<file path="src/rtl/gcm_pkg.sv">
// Shared constants, types and helpers for the gradient color map.
`default_nettype none
package gcm_pkg;

   localparam int SAMPLE_BITS        = 24;
   localparam int MAX_STOPS          = 8;
   localparam int FRAC_BITS          = 16;
   localparam int DIV_BITS_PER_STAGE = 2;
   localparam int DIV_STAGES         = FRAC_BITS / DIV_BITS_PER_STAGE;
   localparam int REM_BITS           = SAMPLE_BITS + 1;
   localparam int STOP_IDX_BITS      = $clog2(MAX_STOPS);
   localparam int COUNT_BITS         = 4;
   localparam int COLOR_BITS         = 24;
   localparam int CHAN_BITS          = 8;
   localparam int STOP_REGS          = MAX_STOPS / 2;
   localparam int CSR_DATA_BITS      = 2 * COLOR_BITS;
   localparam int CSR_INDEX_BITS     = 3;
   localparam int SCALED_BITS        = FRAC_BITS + STOP_IDX_BITS;

   // Register indexes of the configuration port
   typedef enum logic [CSR_INDEX_BITS-1:0] {
      CSR_RANGE_MIN  = 3'd0,
      CSR_RANGE_MAX  = 3'd1,
      CSR_STOP_COUNT = 3'd2,
      CSR_STOPS_0_1  = 3'd3,
      CSR_STOPS_2_3  = 3'd4,
      CSR_STOPS_4_5  = 3'd5,
      CSR_STOPS_6_7  = 3'd6
   } csr_index_type;

   // How a sample picks its color
   typedef enum logic [1:0] {
      MODE_FIRST = 2'd0,
      MODE_LAST  = 2'd1,
      MODE_BLEND = 2'd2
   } mode_type;

   typedef struct packed {
      logic     valid;
      mode_type mode;
   } ctl_type;

   typedef logic [STOP_REGS-1:0][CSR_DATA_BITS-1:0] stop_regs_type;

   // Fetch one 24-bit RGB stop from the packed stop registers
   function automatic logic [COLOR_BITS-1:0] get_stop(
      input stop_regs_type           regs,
      input logic [STOP_IDX_BITS-1:0] k
   );
      logic [CSR_DATA_BITS-1:0] reg_word;
      begin
         reg_word = regs[k[STOP_IDX_BITS-1:1]];
         get_stop = k[0] ? reg_word[CSR_DATA_BITS-1:COLOR_BITS]
                         : reg_word[COLOR_BITS-1:0];
      end
   endfunction

endpackage
`default_nettype wire

</file>
<file path="src/rtl/gcm_divider.sv">
// Pipelined restoring divider: produces the Q0.16 fraction rem/span.
`default_nettype none
module gcm_divider
   import gcm_pkg::*;
(
   input  wire logic                   clock,
   input  wire logic                   reset,
   input  wire ctl_type                in_ctl,
   input  wire logic [REM_BITS-1:0]    in_rem,
   input  wire logic [SAMPLE_BITS-1:0] in_span,
   output ctl_type                     out_ctl,
   output logic [FRAC_BITS-1:0]        out_quot
);

   ctl_type                  ctl_ff  [DIV_STAGES];
   logic [REM_BITS-1:0]      rem_ff  [DIV_STAGES];
   logic [SAMPLE_BITS-1:0]   span_ff [DIV_STAGES];
   logic [FRAC_BITS-1:0]     quot_ff [DIV_STAGES];

   logic [REM_BITS-1:0]      rem_in  [DIV_STAGES];
   logic [FRAC_BITS-1:0]     quot_in [DIV_STAGES];

   // Resolve two quotient bits per stage
   always_comb begin
      logic [REM_BITS-1:0]    r;
      logic [FRAC_BITS-1:0]   q;
      logic [SAMPLE_BITS-1:0] s;
      for (int k = 0; k < DIV_STAGES; k++) begin
         r = (k == 0) ? in_rem  : rem_ff[(k == 0) ? 0 : k - 1];
         q = (k == 0) ? '0      : quot_ff[(k == 0) ? 0 : k - 1];
         s = (k == 0) ? in_span : span_ff[(k == 0) ? 0 : k - 1];
         for (int b = 0; b < DIV_BITS_PER_STAGE; b++) begin
            r = {r[REM_BITS-2:0], 1'b0};
            q = {q[FRAC_BITS-2:0], 1'b0};
            if (r >= {1'b0, s}) begin
               r    = r - {1'b0, s};
               q[0] = 1'b1;
            end
         end
         rem_in[k]  = r;
         quot_in[k] = q;
      end
   end

   // Advance control with reset
   always_ff @(posedge clock) begin
      for (int k = 0; k < DIV_STAGES; k++) begin
         if (reset) begin
            ctl_ff[k] <= '{valid: 1'b0, mode: MODE_FIRST};
         end else begin
            ctl_ff[k] <= (k == 0) ? in_ctl : ctl_ff[(k == 0) ? 0 : k - 1];
         end
      end
   end

   // Advance payload
   always_ff @(posedge clock) begin
      for (int k = 0; k < DIV_STAGES; k++) begin
         rem_ff[k]  <= rem_in[k];
         quot_ff[k] <= quot_in[k];
         span_ff[k] <= (k == 0) ? in_span : span_ff[(k == 0) ? 0 : k - 1];
      end
   end

   assign out_ctl  = ctl_ff[DIV_STAGES-1];
   assign out_quot = quot_ff[DIV_STAGES-1];

endmodule
`default_nettype wire

</file>
<file path="src/rtl/gcm_blend.sv">
// Segment selection and per-channel linear blend with rounding.
`default_nettype none
module gcm_blend
   import gcm_pkg::*;
(
   input  wire logic                     clock,
   input  wire logic                     reset,
   input  wire ctl_type                  in_ctl,
   input  wire logic [FRAC_BITS-1:0]     in_quot,
   input  wire logic [STOP_IDX_BITS-1:0] seg_count,
   input  wire stop_regs_type            stops,
   output logic                          out_valid,
   output logic [CHAN_BITS-1:0]          out_red,
   output logic [CHAN_BITS-1:0]          out_green,
   output logic [CHAN_BITS-1:0]          out_blue
);

   localparam int PROD_BITS = CHAN_BITS + FRAC_BITS + 1;
   localparam int CHANNELS  = 3;

   ctl_type                    a_ctl_ff;
   logic [SCALED_BITS-1:0]     a_scaled_ff;
   logic                       b_valid_ff;
   logic [COLOR_BITS-1:0]      b_lo_ff;
   logic [COLOR_BITS-1:0]      b_hi_ff;
   logic [FRAC_BITS-1:0]       b_blend_ff;
   logic                       c_valid_ff;
   logic [PROD_BITS-1:0]       c_plo_ff [CHANNELS];
   logic [PROD_BITS-1:0]       c_phi_ff [CHANNELS];
   logic                       d_valid_ff;
   logic [CHAN_BITS-1:0]       d_chan_ff [CHANNELS];

   logic [STOP_IDX_BITS-1:0]   b_idx_in;
   logic [FRAC_BITS-1:0]       b_blend_in;
   logic [PROD_BITS-1:0]       c_plo_in [CHANNELS];
   logic [PROD_BITS-1:0]       c_phi_in [CHANNELS];
   logic [CHAN_BITS-1:0]       d_chan_in [CHANNELS];

   // Pick the segment and blend weight
   always_comb begin
      logic [STOP_IDX_BITS-1:0] seg;
      seg = a_scaled_ff[SCALED_BITS-1:FRAC_BITS];
      case (a_ctl_ff.mode)
         MODE_BLEND: begin
            b_idx_in   = (seg > seg_count - 1'b1) ? seg_count - 1'b1 : seg;
            b_blend_in = a_scaled_ff[FRAC_BITS-1:0];
         end
         MODE_LAST: begin
            b_idx_in   = seg_count;
            b_blend_in = '0;
         end
         default: begin
            b_idx_in   = '0;
            b_blend_in = '0;
         end
      endcase
   end

   // Weight both stops per channel
   always_comb begin
      logic [FRAC_BITS:0] w_lo;
      w_lo = {1'b1, {FRAC_BITS{1'b0}}} - {1'b0, b_blend_ff};
      for (int ch = 0; ch < CHANNELS; ch++) begin
         c_plo_in[ch] = PROD_BITS'(b_lo_ff[ch*CHAN_BITS +: CHAN_BITS] * w_lo);
         c_phi_in[ch] = PROD_BITS'(b_hi_ff[ch*CHAN_BITS +: CHAN_BITS] * b_blend_ff);
      end
   end

   // Sum and round to nearest
   always_comb begin
      logic [PROD_BITS:0] sum;
      for (int ch = 0; ch < CHANNELS; ch++) begin
         sum = {1'b0, c_plo_ff[ch]} + {1'b0, c_phi_ff[ch]}
               + (PROD_BITS+1)'(1 << (FRAC_BITS - 1));
         d_chan_in[ch] = sum[FRAC_BITS +: CHAN_BITS];
      end
   end

   // Advance control with reset
   always_ff @(posedge clock) begin
      if (reset) begin
         a_ctl_ff   <= '{valid: 1'b0, mode: MODE_FIRST};
         b_valid_ff <= 1'b0;
         c_valid_ff <= 1'b0;
         d_valid_ff <= 1'b0;
      end else begin
         a_ctl_ff   <= in_ctl;
         b_valid_ff <= a_ctl_ff.valid;
         c_valid_ff <= b_valid_ff;
         d_valid_ff <= c_valid_ff;
      end
   end

   // Advance payload
   always_ff @(posedge clock) begin
      a_scaled_ff <= SCALED_BITS'(in_quot * seg_count);
      b_lo_ff     <= get_stop(stops, b_idx_in);
      b_hi_ff     <= get_stop(stops, b_idx_in + 1'b1);
      b_blend_ff  <= b_blend_in;
      for (int ch = 0; ch < CHANNELS; ch++) begin
         c_plo_ff[ch]  <= c_plo_in[ch];
         c_phi_ff[ch]  <= c_phi_in[ch];
         d_chan_ff[ch] <= d_chan_in[ch];
      end
   end

   assign out_valid = d_valid_ff;
   assign out_blue  = d_chan_ff[0];
   assign out_green = d_chan_ff[1];
   assign out_red   = d_chan_ff[2];

endmodule
`default_nettype wire

</file>
<file path="src/rtl/gradient_color_map.sv">
// Gradient color map: one sample in per cycle, one RGB transaction out per sample.
// Pipeline: rsp_valid rises from the last of 13 register stages
// (1 range stage, 8 divider stages at two quotient bits each, 4 blend stages).
// Throughput: one transaction per cycle, every cycle; busy stays low.
// Reset: synchronous, clears all valid bits and restores the default
// black-to-white gradient over 0 .. 8388607; the receiver cannot stall.
`default_nettype none
module gradient_color_map
   import gcm_pkg::*;
(
   input  wire logic                     clock,
   input  wire logic                     reset,
   input  wire logic                     start,
   output logic                          busy,
   input  wire logic [SAMPLE_BITS-1:0]   req_sample_value,
   output logic                          rsp_valid,
   output logic [CHAN_BITS-1:0]          rsp_red,
   output logic [CHAN_BITS-1:0]          rsp_green,
   output logic [CHAN_BITS-1:0]          rsp_blue,
   input  wire logic                     csr_we,
   input  wire logic [CSR_INDEX_BITS-1:0] csr_index,
   input  wire logic [CSR_DATA_BITS-1:0] csr_data
);

   logic [SAMPLE_BITS-1:0]   range_min_ff;
   logic [SAMPLE_BITS-1:0]   range_max_ff;
   logic [COUNT_BITS-1:0]    stop_count_ff;
   stop_regs_type            stops_ff;

   ctl_type                  s0_ctl_ff;
   logic [REM_BITS-1:0]      s0_rem_ff;
   logic [SAMPLE_BITS-1:0]   s0_span_ff;
   ctl_type                  s0_ctl_in;
   logic [REM_BITS-1:0]      s0_rem_in;
   logic [SAMPLE_BITS-1:0]   s0_span_in;

   logic [STOP_IDX_BITS-1:0] seg_count;
   ctl_type                  div_ctl;
   logic [FRAC_BITS-1:0]     div_quot;

   assign busy = 1'b0;

   // Hold configuration registers
   always_ff @(posedge clock) begin
      if (reset) begin
         range_min_ff  <= '0;
         range_max_ff  <= {1'b0, {(SAMPLE_BITS-1){1'b1}}};
         stop_count_ff <= COUNT_BITS'(2);
         stops_ff      <= {{((STOP_REGS-1)*CSR_DATA_BITS){1'b0}},
                           {COLOR_BITS{1'b1}}, {COLOR_BITS{1'b0}}};
      end else if (csr_we) begin
         case (csr_index)
            CSR_RANGE_MIN:  range_min_ff  <= csr_data[SAMPLE_BITS-1:0];
            CSR_RANGE_MAX:  range_max_ff  <= csr_data[SAMPLE_BITS-1:0];
            CSR_STOP_COUNT: stop_count_ff <= csr_data[COUNT_BITS-1:0];
            CSR_STOPS_0_1:  stops_ff[0]   <= csr_data;
            CSR_STOPS_2_3:  stops_ff[1]   <= csr_data;
            CSR_STOPS_4_5:  stops_ff[2]   <= csr_data;
            CSR_STOPS_6_7:  stops_ff[3]   <= csr_data;
            default: ;
         endcase
      end
   end

   // Clamp the stop count to 1..MAX_STOPS and keep segments = count - 1
   always_comb begin
      if (stop_count_ff == '0) begin
         seg_count = '0;
      end else if (stop_count_ff > COUNT_BITS'(MAX_STOPS)) begin
         seg_count = STOP_IDX_BITS'(MAX_STOPS - 1);
      end else begin
         seg_count = STOP_IDX_BITS'(stop_count_ff - 1'b1);
      end
   end

   // Classify the sample against the range and form divider operands
   always_comb begin
      logic signed [SAMPLE_BITS:0] v;
      logic signed [SAMPLE_BITS:0] lo;
      logic signed [SAMPLE_BITS:0] hi;
      logic signed [SAMPLE_BITS:0] diff;
      logic signed [SAMPLE_BITS:0] span;
      v    = {req_sample_value[SAMPLE_BITS-1], req_sample_value};
      lo   = {range_min_ff[SAMPLE_BITS-1], range_min_ff};
      hi   = {range_max_ff[SAMPLE_BITS-1], range_max_ff};
      diff = v - lo;
      span = hi - lo;
      s0_ctl_in.valid = start;
      if (seg_count == '0 || v <= lo) begin
         s0_ctl_in.mode = MODE_FIRST;
      end else if (v >= hi) begin
         s0_ctl_in.mode = MODE_LAST;
      end else begin
         s0_ctl_in.mode = MODE_BLEND;
      end
      s0_rem_in  = {1'b0, diff[SAMPLE_BITS-1:0]};
      s0_span_in = span[SAMPLE_BITS-1:0];
   end

   // Capture the accepted transaction
   always_ff @(posedge clock) begin
      if (reset) begin
         s0_ctl_ff <= '{valid: 1'b0, mode: MODE_FIRST};
      end else begin
         s0_ctl_ff <= s0_ctl_in;
      end
   end

   always_ff @(posedge clock) begin
      s0_rem_ff  <= s0_rem_in;
      s0_span_ff <= s0_span_in;
   end

   gcm_divider u_divider (
      .clock    (clock),
      .reset    (reset),
      .in_ctl   (s0_ctl_ff),
      .in_rem   (s0_rem_ff),
      .in_span  (s0_span_ff),
      .out_ctl  (div_ctl),
      .out_quot (div_quot)
   );

   gcm_blend u_blend (
      .clock     (clock),
      .reset     (reset),
      .in_ctl    (div_ctl),
      .in_quot   (div_quot),
      .seg_count (seg_count),
      .stops     (stops_ff),
      .out_valid (rsp_valid),
      .out_red   (rsp_red),
      .out_green (rsp_green),
      .out_blue  (rsp_blue)
   );

endmodule
`default_nettype wire
</file>
<file path="config.mk">
export PLATFORM = sky130hd
export DESIGN_NAME = gradient_color_map
export DESIGN_NICKNAME = d
export VERILOG_FILES = /design/src/rtl/gcm_pkg.sv /design/src/rtl/gcm_divider.sv /design/src/rtl/gcm_blend.sv /design/src/rtl/gradient_color_map.sv
export SDC_FILE = /design/constraint.sdc
export NUM_CORES = 2
export LEC_CHECK = 0
export ABC_CLOCK_PERIOD_IN_PS = 14600
export BUFFER_PORTS_ARGS = -buffer_cell sky130_fd_sc_hd__buf_2
export CORE_ASPECT_RATIO = 1.5
export CORE_MARGIN = 3
export CORE_UTILIZATION = 63
export CTS_CLUSTER_SIZE = 14
export DETAILED_ROUTE_END_ITERATION = 6
export GPL_ROUTABILITY_DRIVEN = 0
export PLACE_DENSITY = 0.87
export SYNTH_ARGS = -nofsm -noshare
export SYNTH_HDL_FRONTEND = slang
export SYNTH_SLANG_ARGS = --single-unit
</file>
<file path="constraint.sdc">
create_clock -name clock -period 14.6 [get_ports clock]
set_input_delay 2.92 -clock clock [delete_from_list [all_inputs] [get_ports clock]]
set_output_delay 2.92 -clock clock [all_outputs]
set_load 0.005 [all_outputs]
</file>
==> qor.txt <==
status: finished clean
root buffer cell: clkbuf_16
layout cells sized above 1: 7.17%
Longest Clk Path Bufs: 3
port bufs: 103
hold buffer count at cts: 0
Initial Util: 63.5%
Syn. warnings: 0
HPWL after detailed placement: 154 mm
Post-Synthesis Cells: 9020
Max rail drop VDD: 0.117 mV
critical path arrival: 8.68 ns
Hold Crit Class: flip-flop to flip-flop
drt total wl: 204 mm
Crit Path Class: flip-flop to flip-flop
Worst slew margin: 14.0%
Post-Syn Area: 78700 um2
Pre-Repair DR Iteration Count: 6
total grt overflow: 0
worst skew pair latency: 0.72 ns
initial antenna violation count: 12
number of global-route vias before repair: 68.2k
Seq cells post-synth: 984
Sum Neg Setup Slack: 0 ns
Slew Viols, Final: 0
DRC: 0
Synth async-reset ratio: 0%
die width: 295 um
Slew @ Worst Pin: 1.28 ns
Post CTS Setup Buffer Count: 0
final setup fails: 0
RSZ-0062 raised after global routing: false
commonest cells after routing, fill and taps aside: nand2_1 (1289), dfxtp_1 (984), inv_1 (938), ha_1 (864), a21oi_1 (600)
CTS sink cnt: 984
Layout Utilization: 67.7%
fill count: 8802
worst hold margin: 0.318 ns
max-cap violations: 0
I/O Pins: 105
Max FO, Critical Path: 24
Pwr per Cell Area: 153 nW/um2
placed cell count: 10.5k
H-tree levels: 3
commonest non-fill, non-tap cell in the layout: nand2_1
sequential-to-total area share from yosys stat: 25.0%
die area: 129000 um2
Post-synth EDFFs: 0
gr usage total: 31.4%
final net count: 10.4k
P&R area growth vs syn: 6.57%
first-pass GRT wire length: 331 mm
routed len/inst: 19.2 um
CTS buffer count: 94
largest net degree at the start of global routing: 93
syn_area_per_cell: 8.73 um2
CTS tree: done
total power draw: 12800 uW
Core Area: 124000 um2
Critical Path Start Type: flip-flop
Synth Flop Type: dfxtp_1
fin crit share: 55.4%
vias per inst: 6.10
Clock Skew: 0.0317 ns
f_max: 0.124 GHz
Synth Net Count: 10.5k
Yosys cell types: 90
DR vias: 64.9k
Crit. End Element: flip-flop
Fin. Hold Viols: 0
clk slew on worst S/H paths: 0.07 ns
CTS resizes: 0
Detail Route Antenna Nets: 0
DR iter-0 viols: 4621
Non-Filler Instances: 10.6k
Period minus WS final: 8.09 ns
CP required: 15.19 ns
FP Rows: 158
Die H: 439 um
leak pwr: 0.0411 uW
[path summary, 6_finish.rpt]
kind | from | depth (start not counted) | end | slack, ns
worst max-delay path | u_divider.span_ff[0][62] | 26 | u_divider.rem_ff[0][87] | 6.51
worst min-delay path | u_divider.quot_ff[0][37] | 0 | u_divider.quot_ff[0][55] | 0.32
worst max register to register | u_divider.span_ff[0][62] | 26 | u_divider.rem_ff[0][87] | 6.51
worst min register to register | u_divider.quot_ff[0][37] | 0 | u_divider.quot_ff[0][55] | 0.32
[metal layers]
layer	up-vias	wire, um	global-route usage [%]
met3	961	15300	5.43
met4	14	16000	23.3
li1	30000	-	-
met1	31000	72200	33.4
met2	2869	101000	55.6
met5	-	80	0
[cells by family (layout without fill, tap and decap cells)]
kind of cell,count (synthesis),count (layout),share of synthesized area [%]
and+or+nand+nor,2915,2915,17.6
AOI/OAI and AO/OA,1681,1681,13.5
adders and majority gates,1409,1409,27.6
buffers and inverters,1266,1270,6.10
DFF,984,984,25.0
xor gates and xnor gates,492,492,5.47
muxes,272,272,4.74
other,1,10,0.00476
[cells in the mapped netlist, types with 59 or more instances]
| cell | instances | area, um2 |
|---|---|---|
| mux2_2 | 173 | 1950 |
| nor3_1 | 90 | 450 |
| nor2_1 | 388 | 1460 |
| clkbuf_1 | 288 | 1080 |
| a31oi_1 | 64 | 400 |
| nand3_1 | 140 | 701 |
| mux4_2 | 63 | 1420 |
| nor2b_1 | 91 | 569 |
| ha_1 | 865 | 10800 |
| o21ai_0 | 304 | 1520 |
| a21o_1 | 210 | 1580 |
| xor2_1 | 157 | 1380 |
| o21a_1 | 82 | 616 |
| nand2b_1 | 75 | 469 |
| fa_1 | 544 | 10900 |
| and2_1 | 581 | 3630 |
| nand2_1 | 1289 | 4840 |
| o21bai_1 | 59 | 443 |
| xnor2_1 | 335 | 2930 |
| inv_1 | 938 | 3520 |
| dfxtp_1 | 984 | 19700 |
| a21oi_1 | 602 | 3010 |
[area by class of cell]
cell class,instances,area (um2),share of cell area [%]
inverter,940,3530,4.20
antenna,9,22.5,0.0268
clock inverter,35,543,0.647
clock buffer,134,2790,3.32
sequential,984,19700,23.5
multi-input combinational,6770,54400,64.8
tap,1600,2000,2.39
timing repair buffer,161,957,1.14
[power breakdown]
group          internal [uW]  switching, uW
Clock                   1530           1100
Sequential              3210            300
Combinational           2940           3710
Total                   7680           5120
[state kept, by name, indices dropped and copies added, names as in the netlist, 19 cells and up]
| name | cells |
|---|---|
| u_blend.b_hi_ff | 24 |
| u_blend.c_plo_ff | 72 |
| range_max_ff | 24 |
| s0_span_ff | 24 |
| u_divider.span_ff | 168 |
| s0_rem_ff | 24 |
| stops_ff | 192 |
| u_divider.quot_ff | 72 |
| u_divider.ctl_ff | 24 |
| u_blend.a_scaled_ff | 19 |
| u_blend.d_chan_ff | 24 |
| u_blend.c_phi_ff | 72 |
| range_min_ff | 24 |
| u_divider.rem_ff | 168 |
| u_blend.b_lo_ff | 24 |
[critical path, cell delays in order (launching register included)]
cell	delay, ns
dfxtp_1	0.32
inv_1	0.07
ha_1	0.37
and3_1	0.22
and2_1	0.20
nand3_1	0.14
a2111o_1	0.44
a21boi_0	0.46
o21ai_0	0.22
a31oi_1	0.30
a21oi_1	0.11
buf_4	0.23
inv_1	0.59
nor2_1	0.08
a21oi_1	0.21
ha_1	0.33
o21a_1	0.21
o31a_1	0.13
or4b_1	0.50
nand4_1	0.16
a21boi_0	0.18
nor3_1	0.23
o21ai_0	0.23
o21ai_0	0.33
o21ai_0	0.23
a21oi_2	0.99
mux2_2	0.44
[through the flow]
step,setup WS (ns),area (um2)
2_1_floorplan,8.21,78700
3_3_place_gp,7.13,80600
3_5_place_dp,6.87,80600
4_1_cts,6.79,83900
5_1_grt,6.10,83900
6_report,6.51,83900
Power figures use the tool's default switching activity.
